==> config.mk <==
export PLATFORM = sky130hd
export DESIGN_NAME = hip_frame_deframer
export DESIGN_NICKNAME = d
export VERILOG_FILES = /design/src/hdl/hfd_pkg.sv /design/src/hdl/hfd_parse.sv /design/src/hdl/hip_frame_deframer.sv
export SDC_FILE = /design/constraint.sdc
export NUM_CORES = 1
export LEC_CHECK = 0
export ABC_AREA = 1
export BUFFER_PORTS_ARGS = -buffer_cell sky130_fd_sc_hd__buf_2
export CAP_MARGIN = 20
export CORE_ASPECT_RATIO = 0.6
export CORE_MARGIN = 5
export CORE_UTILIZATION = 40
export DETAILED_ROUTE_END_ITERATION = 10
export SLEW_MARGIN = 20
export SYNTH_ARGS = -nofsm -noshare
export SYNTH_HDL_FRONTEND = slang
export SYNTH_SLANG_ARGS = --single-unit
==> constraint.sdc <==
create_clock -name clk -period 6.33 [get_ports clk]
set_input_delay 0.9495 -clock clk [delete_from_list [all_inputs] [get_ports clk]]
set_output_delay 0.9495 -clock clk [all_outputs]
set_load 0.03 [all_outputs]
==> src/hdl/hfd_pkg.sv <==
// Types and constants of the frame deframer
package hfd_pkg;

	localparam int CFG_IDX_W = 1;
	localparam int CFG_DATA_W = 48;

	localparam logic [CFG_IDX_W-1:0] CFG_DEST_MAC   = 1'd0;
	localparam logic [CFG_IDX_W-1:0] CFG_ETHER_TYPE = 1'd1;

	localparam logic [1:0] ST_OK      = 2'd0;
	localparam logic [1:0] ST_HDR_CUT = 2'd1;
	localparam logic [1:0] ST_LEN_ERR = 2'd2;
	localparam logic [1:0] ST_NOT_IP  = 2'd3;

	localparam logic [6:0]  ID_EXTENDED = 7'h7F;
	localparam logic [9:0]  EXT_ID_DATA = 10'h202;
	localparam logic [15:0] LEN_MASK_SHORT = 16'h07FF;
	localparam logic [15:0] LEN_MASK_EXT   = 16'h3FFF;

	typedef struct packed {
		logic [7:0] rx_byte;
		logic       transfer_last;
	} hfd_in_t;

	typedef struct packed {
		logic [7:0] out_byte;
		logic       out_valid;
		logic       frame_end;
		logic [1:0] frame_status;
	} hfd_out_t;

	typedef struct packed {
		logic [47:0] dest_mac;
		logic [15:0] ether_type;
	} hfd_cfg_t;

endpackage

==> src/hdl/hfd_parse.sv <==
// Frame parser: header collection, payload rewrite and error tracking
module hfd_parse
	import hfd_pkg::*;
(
	input  logic     clk,
	input  logic     arst_n,
	input  logic     step,
	input  hfd_in_t  item,
	input  hfd_cfg_t cfg,
	output logic     has_res,
	output hfd_out_t res
);

	localparam logic [1:0] PH_HEADER  = 2'd0;
	localparam logic [1:0] PH_PAYLOAD = 2'd1;
	localparam logic [1:0] PH_SKIP    = 2'd2;

	logic [1:0]  phase_q, phase_d;
	logic [2:0]  hcount_q, hcount_d;
	logic [47:0] hbytes_q, hbytes_d;
	logic [15:0] flen_q, flen_d;
	logic [15:0] bcount_q, bcount_d;
	logic [1:0]  pend_q, pend_d;

	logic [7:0]  eth_b;
	logic [15:0] bc_inc;
	logic [47:0] hb_new;
	logic [2:0]  hc_new;
	logic [7:0]  id;
	logic        pad, ext, ok;
	logic [2:0]  hlen;
	logic [15:0] len;

	// Ethernet header substitution for the first fourteen payload bytes
	always_comb begin
		eth_b = item.rx_byte;
		if (bcount_q[15:4] == 12'd0) begin
			case (bcount_q[3:0])
				4'd0: eth_b = cfg.dest_mac[47:40];
				4'd1: eth_b = cfg.dest_mac[39:32];
				4'd2: eth_b = cfg.dest_mac[31:24];
				4'd3: eth_b = cfg.dest_mac[23:16];
				4'd4: eth_b = cfg.dest_mac[15:8];
				4'd5: eth_b = cfg.dest_mac[7:0];
				4'd6, 4'd7, 4'd8, 4'd9, 4'd10, 4'd11: eth_b = 8'd0;
				4'd12: eth_b = cfg.ether_type[15:8];
				4'd13: eth_b = cfg.ether_type[7:0];
				default: eth_b = item.rx_byte;
			endcase
		end
	end

	// Header byte collection
	always_comb begin
		hb_new = (hcount_q == 3'd0) ? 48'd0 : hbytes_q;
		case (hcount_q)
			3'd0: hb_new[47:40] = item.rx_byte;
			3'd1: hb_new[39:32] = item.rx_byte;
			3'd2: hb_new[31:24] = item.rx_byte;
			3'd3: hb_new[23:16] = item.rx_byte;
			3'd4: hb_new[15:8]  = item.rx_byte;
			3'd5: hb_new[7:0]   = item.rx_byte;
			default: ;
		endcase
		hc_new = (hcount_q == 3'd7) ? hcount_q : hcount_q + 3'd1;
		id     = hb_new[31:24];
		pad    = id[7];
		ext    = (id[6:0] == ID_EXTENDED);
		hlen   = (ext ? 3'd6 : 3'd4) + {2'd0, pad};
		len    = hb_new[47:32] & (ext ? LEN_MASK_EXT : LEN_MASK_SHORT);
		if (pad)
			len = len - 16'd1;
		ok     = ext && (hb_new[9:0] == EXT_ID_DATA);
	end

	assign bc_inc = bcount_q + 16'd1;

	always_comb begin
		phase_d  = phase_q;
		hcount_d = hcount_q;
		hbytes_d = hbytes_q;
		flen_d   = flen_q;
		bcount_d = bcount_q;
		pend_d   = pend_q;
		has_res  = 1'b0;
		res      = '0;
		case (phase_q)
			PH_PAYLOAD: begin
				has_res  = 1'b1;
				bcount_d = bc_inc;
				if (bc_inc == flen_q) begin
					res = '{out_byte: eth_b, out_valid: 1'b1, frame_end: 1'b1,
						frame_status: ST_OK};
				end else if (item.transfer_last) begin
					res = '{out_byte: 8'd0, out_valid: 1'b0, frame_end: 1'b1,
						frame_status: ST_LEN_ERR};
				end else begin
					res = '{out_byte: eth_b, out_valid: 1'b1, frame_end: 1'b0,
						frame_status: ST_OK};
				end
				if (bc_inc == flen_q || item.transfer_last) begin
					phase_d  = PH_HEADER;
					hcount_d = 3'd0;
					bcount_d = 16'd0;
					pend_d   = ST_OK;
				end
			end
			PH_SKIP: begin
				if (bcount_q < flen_q)
					bcount_d = bc_inc;
				if (item.transfer_last) begin
					has_res = 1'b1;
					res = '{out_byte: 8'd0, out_valid: 1'b0, frame_end: 1'b1,
						frame_status: (bcount_d < flen_q) ? ST_LEN_ERR : pend_q};
					phase_d  = PH_HEADER;
					hcount_d = 3'd0;
					bcount_d = 16'd0;
					pend_d   = ST_OK;
				end
			end
			default: begin
				hbytes_d = hb_new;
				hcount_d = hc_new;
				if (hc_new < 3'd4 || hc_new < hlen) begin
					if (item.transfer_last) begin
						has_res = 1'b1;
						res = '{out_byte: 8'd0, out_valid: 1'b0, frame_end: 1'b1,
							frame_status: (hc_new < 3'd4 || (ext && hc_new < 3'd6)) ?
								ST_HDR_CUT : ST_LEN_ERR};
						phase_d  = PH_HEADER;
						hcount_d = 3'd0;
						bcount_d = 16'd0;
						pend_d   = ST_OK;
					end
				end else begin
					// header complete: restart counters, then pick the next phase
					phase_d  = PH_HEADER;
					hcount_d = 3'd0;
					bcount_d = 16'd0;
					pend_d   = ST_OK;
					flen_d   = len;
					if (len == 16'd0 && ok) begin
						has_res = 1'b1;
						res = '{out_byte: 8'd0, out_valid: 1'b0, frame_end: 1'b1,
							frame_status: ST_OK};
					end else if (item.transfer_last) begin
						has_res = 1'b1;
						res = '{out_byte: 8'd0, out_valid: 1'b0, frame_end: 1'b1,
							frame_status: (len == 16'd0) ? ST_NOT_IP : ST_LEN_ERR};
					end else if (ok) begin
						phase_d = PH_PAYLOAD;
					end else begin
						phase_d = PH_SKIP;
						pend_d  = ST_NOT_IP;
					end
				end
			end
		endcase
	end

	always_ff @(posedge clk or negedge arst_n) begin
		if (!arst_n) begin
			phase_q  <= PH_HEADER;
			hcount_q <= 3'd0;
			hbytes_q <= 48'd0;
			flen_q   <= 16'd0;
			bcount_q <= 16'd0;
			pend_q   <= ST_OK;
		end else if (step) begin
			phase_q  <= phase_d;
			hcount_q <= hcount_d;
			hbytes_q <= hbytes_d;
			flen_q   <= flen_d;
			bcount_q <= bcount_d;
			pend_q   <= pend_d;
		end
	end

endmodule

==> src/hdl/hip_frame_deframer.sv <==
// Frame deframer top level: input stage, configuration registers, result register
//
// rx channel: one byte of the received transfer per beat, transfer_last set on
// the transfer's final byte. A beat is taken when rx_valid is high and rx_stall low.
// tx channel: at most one result per input beat; out_valid marks a frame byte,
// frame_end closes a frame or an error, frame_status is nonzero on a bad frame.
// The consumer drops any frame whose closing beat has a nonzero status.
// cfg port: cfg_we with cfg_index 0 writes dest_mac, index 1 writes ether_type
// (low 16 bits of cfg_wdata); write only while no bytes are in flight.
// A byte goes into the input register, then through the parse logic into the
// result register, from which its result appears on tx.
// Throughput: one byte per cycle unless tx_stall holds a result; the parse
// state updates on each step. While tx_stall holds a result, rx_stall rises once
// the input register holds a byte, and stays high until the result leaves.
// Reset clears the parser to the header phase, dest_mac to 0 and ether_type
// to 0x0800, and empties both the input and the result registers.
module hip_frame_deframer
	import hfd_pkg::*;
(
	input  logic                  clk,
	input  logic                  arst_n,
	input  logic                  rx_valid,
	output logic                  rx_stall,
	input  hfd_in_t               rx_data,
	output logic                  tx_valid,
	input  logic                  tx_stall,
	output hfd_out_t              tx_data,
	input  logic                  cfg_we,
	input  logic [CFG_IDX_W-1:0]  cfg_index,
	input  logic [CFG_DATA_W-1:0] cfg_wdata
);

	logic     rx_valid_s1;
	hfd_in_t  rx_data_s1;
	logic     tx_valid_q;
	hfd_out_t tx_data_q;
	hfd_cfg_t cfg_q;

	logic     out_free;
	logic     step;
	logic     has_res;
	hfd_out_t res;

	assign out_free = !tx_valid_q || !tx_stall;
	assign step     = rx_valid_s1 && out_free;
	assign rx_stall = rx_valid_s1 && !out_free;
	assign tx_valid = tx_valid_q;
	assign tx_data  = tx_data_q;

	always_ff @(posedge clk or negedge arst_n) begin
		if (!arst_n) begin
			cfg_q.dest_mac   <= 48'd0;
			cfg_q.ether_type <= 16'h0800;
		end else if (cfg_we) begin
			case (cfg_index)
				CFG_DEST_MAC:   cfg_q.dest_mac   <= cfg_wdata;
				CFG_ETHER_TYPE: cfg_q.ether_type <= cfg_wdata[15:0];
				default: ;
			endcase
		end
	end

	// input stage
	always_ff @(posedge clk or negedge arst_n) begin
		if (!arst_n) begin
			rx_valid_s1 <= 1'b0;
		end else if (!rx_stall) begin
			rx_valid_s1 <= rx_valid;
		end
	end

	always_ff @(posedge clk) begin
		if (!rx_stall && rx_valid)
			rx_data_s1 <= rx_data;
	end

	hfd_parse u_parse (
		.clk     (clk),
		.arst_n  (arst_n),
		.step    (step),
		.item    (rx_data_s1),
		.cfg     (cfg_q),
		.has_res (has_res),
		.res     (res)
	);

	// result register: hold while stalled
	always_ff @(posedge clk or negedge arst_n) begin
		if (!arst_n) begin
			tx_valid_q <= 1'b0;
		end else if (out_free) begin
			tx_valid_q <= step && has_res;
		end
	end

	always_ff @(posedge clk) begin
		if (step && has_res)
			tx_data_q <= res;
	end

endmodule

==> run_results.csv, run 1 <==
group,metric,value,unit
sta,setup_viol,0,
die,die_h,128,µm
worst_setup_path,cp_max_fo,32,
power_and_ir_drop,irDropWorstVdd,0.000212,V
die,core_region_area,23000,µm²
sta,rsz0062_at_grt,"false",
yosys,synth_edf_count,21,
die,die_w,207,µm
routing,drc_errors,0,
die,ios,77,
global_route,grt_pass1_wl,40800,µm
routing,vias_per_cell,5.13,
yosys,synth_nets,1249,
yosys,synth-seq-cells,158,
yosys,seq_area_frac_synth,0.435,
routing,drt_pre_antenna_iters,5,
routing,ant_nets,0,
worst_hold_path,min-delay-path-class,"flop to flop",
cts,clockBufferDepth,2,
routing,drt-total-wl,25500,µm
power_and_ir_drop,p_per_area,360,nW/µm²
power_and_ir_drop,swShare,0.401,
routing,vias,7866,
global_route,grt-ovfl-total,0,
power_and_ir_drop,power.internal,0.00228,W
sta,slew_violations,0,
worst_setup_path,crit_type,"flop to flop",
power_and_ir_drop,power,0.00381,W
sta,holdWs,0.483,ns
sta,max_slew_margin,0.326,
yosys,avgSynthCellArea,8.17,µm²
sta,final-hold-violation-count,0,
placed_design,place_hpwl,19400,µm
cts,numCtsBuffers,17,
cts,clkSinkCount,158,
flow_run,drv_cap,0,
worst_setup_path,crit_slowest_cell,"nor2_2",
routing,detail_route.wl_per_cell,16.7,µm
cts,cts-resized-gates,0,
yosys,async_reset_ff_frac,0.867,
worst_setup_path,slowest_delay,0.51,ns
layout,diodes,0,
layout,drive_gt1_frac,0.164,
sta,fin_setup_tns,0,ns
worst_setup_path,r2r_start,"u_parse.hcount_q[0]",
worst_setup_path,cp-end-kind,"flop",
layout,area_growth,13.3,%
worst_setup_path,path_common_cell,"inv_1",
die,row_count,43,
layout,utilization,0.460,
cts,clock_latency,0.44,ns
cts,clkTransAtPathRegs,0.07,ns
yosys,synth.area.top_cells,"dfrtp_1 (36%), nand2_1 (13%), edfxtp_1 (6.7%), ha_1 (5.8%), o21ai_0 (5.7%)",
sta,timing.fmax,0.234,GHz
global_route,grt_use_total,0.194,
sta,min_period_over_period,0.676,
cts,clock-root-buffer,"clkbuf_16",
power_and_ir_drop,pwr-share-comb,0.352,
sta,fin_skew,0.0124,ns
cts,cts_tree,"built",
worst_hold_path,hold_path.startpoint,"cfg_q[12]",
cts,htreeDepth,4,
yosys,synth_area,9340,µm²
cts,cts_setup_buffers,0,
yosys,yosysUniqueCellTypes,55,
worst_hold_path,holdPathStages,2,
worst_setup_path,cp-start-kind,"flop",
sta,fin_crit,4.28,ns
routing,drt_iter0_markers,877,
layout,mostFrequentLayoutCells,"nand2_1 (323), dfrtp_1 (136), inv_1 (122), o21ai_0 (107), buf_2 (75)",
power_and_ir_drop,power_frac_clock,0.284,
sta,tightest_slew,1.01,ns
global_route,antenna_found_initial,0,
worst_setup_path,path_cells,"inv_1 -> ha_1 -> nand2_4 -> nand3_1 -> o21ai_0 -> nand2_1 -> nor3_1 -> and2_1 -> inv_1 -> ha_1 -> a21oi_2 -> nor2_4 -> inv_1 -> nor2_2 -> inv_1 -> a211oi_1 -> a21oi_1",
die,initial_core_util,0.406,
yosys,ys.flop_type,"dfrtp_1",
power_and_ir_drop,switchingPower,0.00153,W
yosys,netlist_instances,1143,
worst_setup_path,crit_start,"u_parse.hcount_q[0]",
yosys,synth_area_leader_cell,"dfrtp_1",
outcome,status,"complete, no violations",
worst_setup_path,reg2regPathDepth,17,
power_and_ir_drop,leakage,4.99,nW
worst_setup_path,required,6.62,ns
cts,hold_buffers,0,
layout,final_common_cell,"nand2_1",
yosys,synth_top_cell_area_share,0.364,
yosys,yosysWarnings,0,
global_route,grt_pass1_vias,7203,
placed_design,gp_congestion,0.900,
layout,fin_nets,1311,
global_route,grt_max_degree,83,
power_and_ir_drop,seqPwrFrac,0.364,
placed_design,portBuffers,76,
die,dieArea,26600,µm²
worst_setup_path,worstPathArrival,4.57,ns
critical path: cells and delay by family, from the launching register on:
family / cells / cell delay, ns
AND/OR/NAND/NOR: 7 / 1.79
buffers and inverters: 4 / 0.73
AO/OA/AOI/OAI: 4 / 0.64
adder cells (fa/ha/maj): 2 / 0.57
flip-flops: 1 / 0.39
final timing paths:
path | end | slack (ns)
setup / recovery | u_parse.flen_q[10] | 2.05
hold / removal | cfg_q[12] | 0.48
setup reg to reg | u_parse.flen_q[10] | 2.05
hold reg to reg | cfg_q[12] | 0.48
max in group asynchronous | u_parse.flen_q[4] | 4.57
min in group asynchronous | u_parse.flen_q[12] | 0.57
per-stage QoR:
stage                     area, µm²  cells  worst slack (ns)
after floorplan                9340   1143              3.18
after global placement         9960   1501              2.22
after detailed placement       9960   1501              2.04
after CTS                     10600   1533              1.99
after global routing          10600   1533              1.65
final                         10600   1533              2.05
final cells by class:
type / instances / area, µm²
fill: 2353 / 12400
clock buffer: 22 / 517
timing repair buffer: 82 / 432
clock inverter: 10 / 109
sequential: 158 / 4060
inverter: 130 / 489
multi-input combinational: 816 / 4590
tap: 315 / 394
layer usage:
metal	track usage	part of all wire	vias up	wire, µm
met2	0.242	0.37	226	9570
met4	0.0443	0.0084	0	215
met1	0.330	0.55	3714	14100
met5	0	0	-	0
li1	-	-	3909	-
met3	0.0412	0.064	17	1640
cell families (layout without fill, tap and decap cells):
| group | after synthesis | count (layout) | synth area share |
|---|---|---|---|
| AND/OR/NAND/NOR | 508 | 508 | 0.239 |
| XOR/XNOR | 24 | 24 | 0.0225 |
| multiplexers | 32 | 32 | 0.0386 |
| AO/OA/AOI/OAI | 209 | 209 | 0.132 |
| flip-flops | 158 | 158 | 0.435 |
| adder cells (fa/ha/maj) | 43 | 43 | 0.0576 |
| buffers and inverters | 169 | 244 | 0.0749 |
synthesized netlist by cell type, types with 4 or more instances:
library cell    n
nand2_2         8
a31oi_1         6
a22o_1          4
inv_2           6
a21oi_1        24
xor2_1         24
o21ai_0       107
nand2_1       324
nand4_1        18
a221oi_1        6
edfxtp_1       21
dfrtp_1       136
ha_1           43
clkbuf_1       24
or2_2           4
inv_1         122
nand2_4         5
nor2_2          5
buf_2           6
o21ai_2         8
a22oi_1         9
o2111ai_1       5
a211oi_1        5
nor3_1         13
nand3_1        43
mux2_2         32
nor2_1         66
buf_6           6
o21ai_1        21
nor4_1          5
power groups by stage:
stage | sequential (W) | combinational (W) | clock (W)
floorplan | 0.00141 | 0.000956 | 0
CTS | 0.00138 | 0.00133 | 0.00110
detailed placement | 0.00139 | 0.00132 | 0
global placement | 0.00140 | 0.00131 | 0
global route | 0.00141 | 0.00150 | 0.00114
finish | 0.00138 | 0.00134 | 0.00108
sequential cells by signal (all words and copies together) (netlist names):
name              cells
u_parse.phase_q       2
u_parse.hcount_q      3
tx_valid              1
cfg_q                64
u_parse.pend_q        2
u_parse.flen_q       16
rx_data_s1            9
tx_data              12
u_parse.hbytes_q     32
rx_valid_s1           1
u_parse.bcount_q     16
No activity file was read; power rests on OpenSTA's default activity.
==> run 2: changes to the inputs <==
==> constraint.sdc (replaced) <==
create_clock -name clk -period 3.55 [get_ports clk]
set_input_delay 0.5325 -clock clk [delete_from_list [all_inputs] [get_ports clk]]
set_output_delay 0.5325 -clock clk [all_outputs]
set_load 0.03 [all_outputs]
==> run 2 against run 1 <==
  * Register-to-register slack worse by 1.9 ns
  * Setup slack worse by 1.9 ns
  * Final cell count is 2.0% higher
  * Sequential power is 78% higher
  * First-iteration DRC count is 4.1% lower
  * Hold slack worse by 0.35 ns
  * Clock power is 77% higher
  * Critical path depth is 1 higher
==> run_results.csv, run 2 (synthesized netlist as in run 1, its figures left out) <==
group,metric,value,unit
worst_setup_path,crit_type,"flop to flop",
die,dieArea,26600,µm²
routing,vias,8074,
layout,fill_cells,2315,
worst_setup_path,path_cells,"inv_1 -> ha_1 -> a21oi_1 -> a21oi_1 -> nor2_1 -> nand2_1 -> buf_4 -> o21ai_0 -> ha_1 -> a21oi_1 -> nor2_1 -> a2111oi_1 -> nand2_1 -> nand2_1 -> nand2_1 -> nand2_1 -> nand2_1 -> nand2_1",
die,initial_core_util,0.406,
sta,final-hold-violation-count,0,
worst_setup_path,cp-start-kind,"flop",
routing,drt_iter0_markers,841,
layout,final_common_cell,"nand2_1",
layout,top_register,"cfg_q",
sta,slew_violations,0,
cts,clkTransAtPathRegs,0.08,ns
worst_setup_path,r2r_setup_slack,0.16,ns
worst_setup_path,crit_slowest_cell,"dfrtp_1",
die,die_w,207,µm
placed_design,place_hpwl,19600,µm
placed_design,portBuffers,76,
cts,cts_tree,"built",
worst_setup_path,cp_max_fo,16,
cts,clkSinkCount,158,
flow_run,drv_cap,0,
placed_design,dpl_cell_area,10200,µm²
placed_design,gp_congestion,0.888,
routing,drt_pre_antenna_iters,8,
layout,top_regs,"cfg_q x64, u_parse.hbytes_q x32",
sta,fin_crit,3.39,ns
routing,drc_errors,0,
worst_setup_path,slowest_delay,0.41,ns
layout,largest_reg_flops,64,
routing,drt-total-wl,26300,µm
die,row_count,43,
global_route,antenna_found_initial,0,
sta,timing.fmax,0.295,GHz
power_and_ir_drop,power,0.00687,W
global_route,grt_use_total,0.200,
worst_hold_path,min-delay-path-class,"input pin to asynchronous set/reset pin",
worst_setup_path,required,3.88,ns
layout,fin_cells,1563,
cts,cts_setup_buffers,0,
worst_setup_path,crit_family,"compound AO/OA/AOI/OAI gates",
cts,clock_latency,0.45,ns
routing,vias_per_cell,5.17,
global_route,grt_pass1_wl,41900,µm
routing,detail_route.wl_per_cell,16.8,µm
worst_setup_path,worstPathArrival,3.71,ns
layout,mostFrequentLayoutCells,"nand2_1 (323), dfrtp_1 (136), inv_1 (122), o21ai_0 (103), buf_2 (75)",
cts,numCtsBuffers,17,
cts,htreeDepth,4,
power_and_ir_drop,leakage,5.16,nW
sta,tightest_slew,0.902,ns
cts,clockBufferDepth,2,
layout,diodes,0,
layout,drive_gt1_frac,0.185,
worst_setup_path,worst-path-buf-inv,2,
layout,area_growth,16.0,%
outcome,status,"complete, no violations",
layout,final_cell_area,10800,µm²
cts,clock-root-buffer,"clkbuf_16",
worst_setup_path,cp-end-kind,"flop",
sta,rsz0062_at_grt,"false",
power_and_ir_drop,p_per_area,634,nW/µm²
global_route,grt_pass1_vias,7374,
routing,ant_nets,0,
power_and_ir_drop,irDropWorstVdd,0.000427,V
worst_setup_path,path_common_cell,"nand2_1",
die,core_region_area,23000,µm²
sta,min_period_over_period,0.954,
sta,max_slew_margin,0.397,
cts,hold_buffers,0,
sta,fin_setup_tns,0,ns
die,ios,77,
cts,cts-resized-gates,0,
sta,fin_skew,0.0152,ns
layout,fin_nets,1341,
placed_design,dp.cells,1531,
die,die_h,128,µm
global_route,grt_max_degree,76,
sta,setup_viol,0,
global_route,grt-ovfl-total,0,
## run 2: cell count changes in the layout (fill, tap and decap cells not counted), sizes merged
cell	before	now
buf	82	112
inv	135	136
clkinvlp	1	0
clkbuf	22	19
clkinv	3	6
## run 2: per-layer routing
metal | track usage | up-vias | routed length, µm
li1 | - | 3989 | -
met1 | 0.341 | 3789 | 14700
met2 | 0.246 | 267 | 9460
met3 | 0.0404 | 29 | 1750
met4 | 0.0552 | 0 | 326
met5 | 0 | - | 0
## run 2: worst paths after layout
kind	from	endpoint	cells after the start
worst max register to register	u_parse.flen_q[11]	tx_data[1]	18
worst max-delay path	u_parse.flen_q[11]	tx_data[1]	18
worst min register to register	u_parse.hbytes_q[26]	u_parse.hbytes_q[26]	2
worst min-delay path	arst_n	u_parse.bcount_q[10]	1
min in group clk	rx_data[1]	rx_data_s1[1]	1
max in group asynchronous	arst_n	cfg_q[54]	2
## run 2: final cells by class
class | count | area, µm² | area share
clock buffer | 19 | 464 | 0.0429
tap | 315 | 394 | 0.0364
sequential | 158 | 4060 | 0.375
clock inverter | 13 | 141 | 0.0131
inverter | 130 | 489 | 0.0452
timing repair buffer | 112 | 682 | 0.0629
multi-input combinational | 816 | 4600 | 0.425
## run 2: power breakdown
| part | switching, W | internal [W] | leakage (nW) |
|---|---|---|---|
| clock network | 0.000859 | 0.00105 | 0.301 |
| registers | 0.000234 | 0.00222 | 1.93 |
| logic | 0.00170 | 0.000794 | 2.92 |
## run 2: metrics by stage
| step | util | setup WS (ns) | hold WS, ns |
|---|---|---|---|
| after global placement | 0.443 | 0.258 | 0.463 |
| after detailed placement | 0.443 | 0.127 | 0.469 |
| after CTS | 0.470 | 0.108 | 0.142 |
| after global routing | 0.470 | 0.00622 | 0.191 |
| after floorplan | - | 0.402 | 0.237 |
| final | 0.470 | 0.163 | 0.128 |
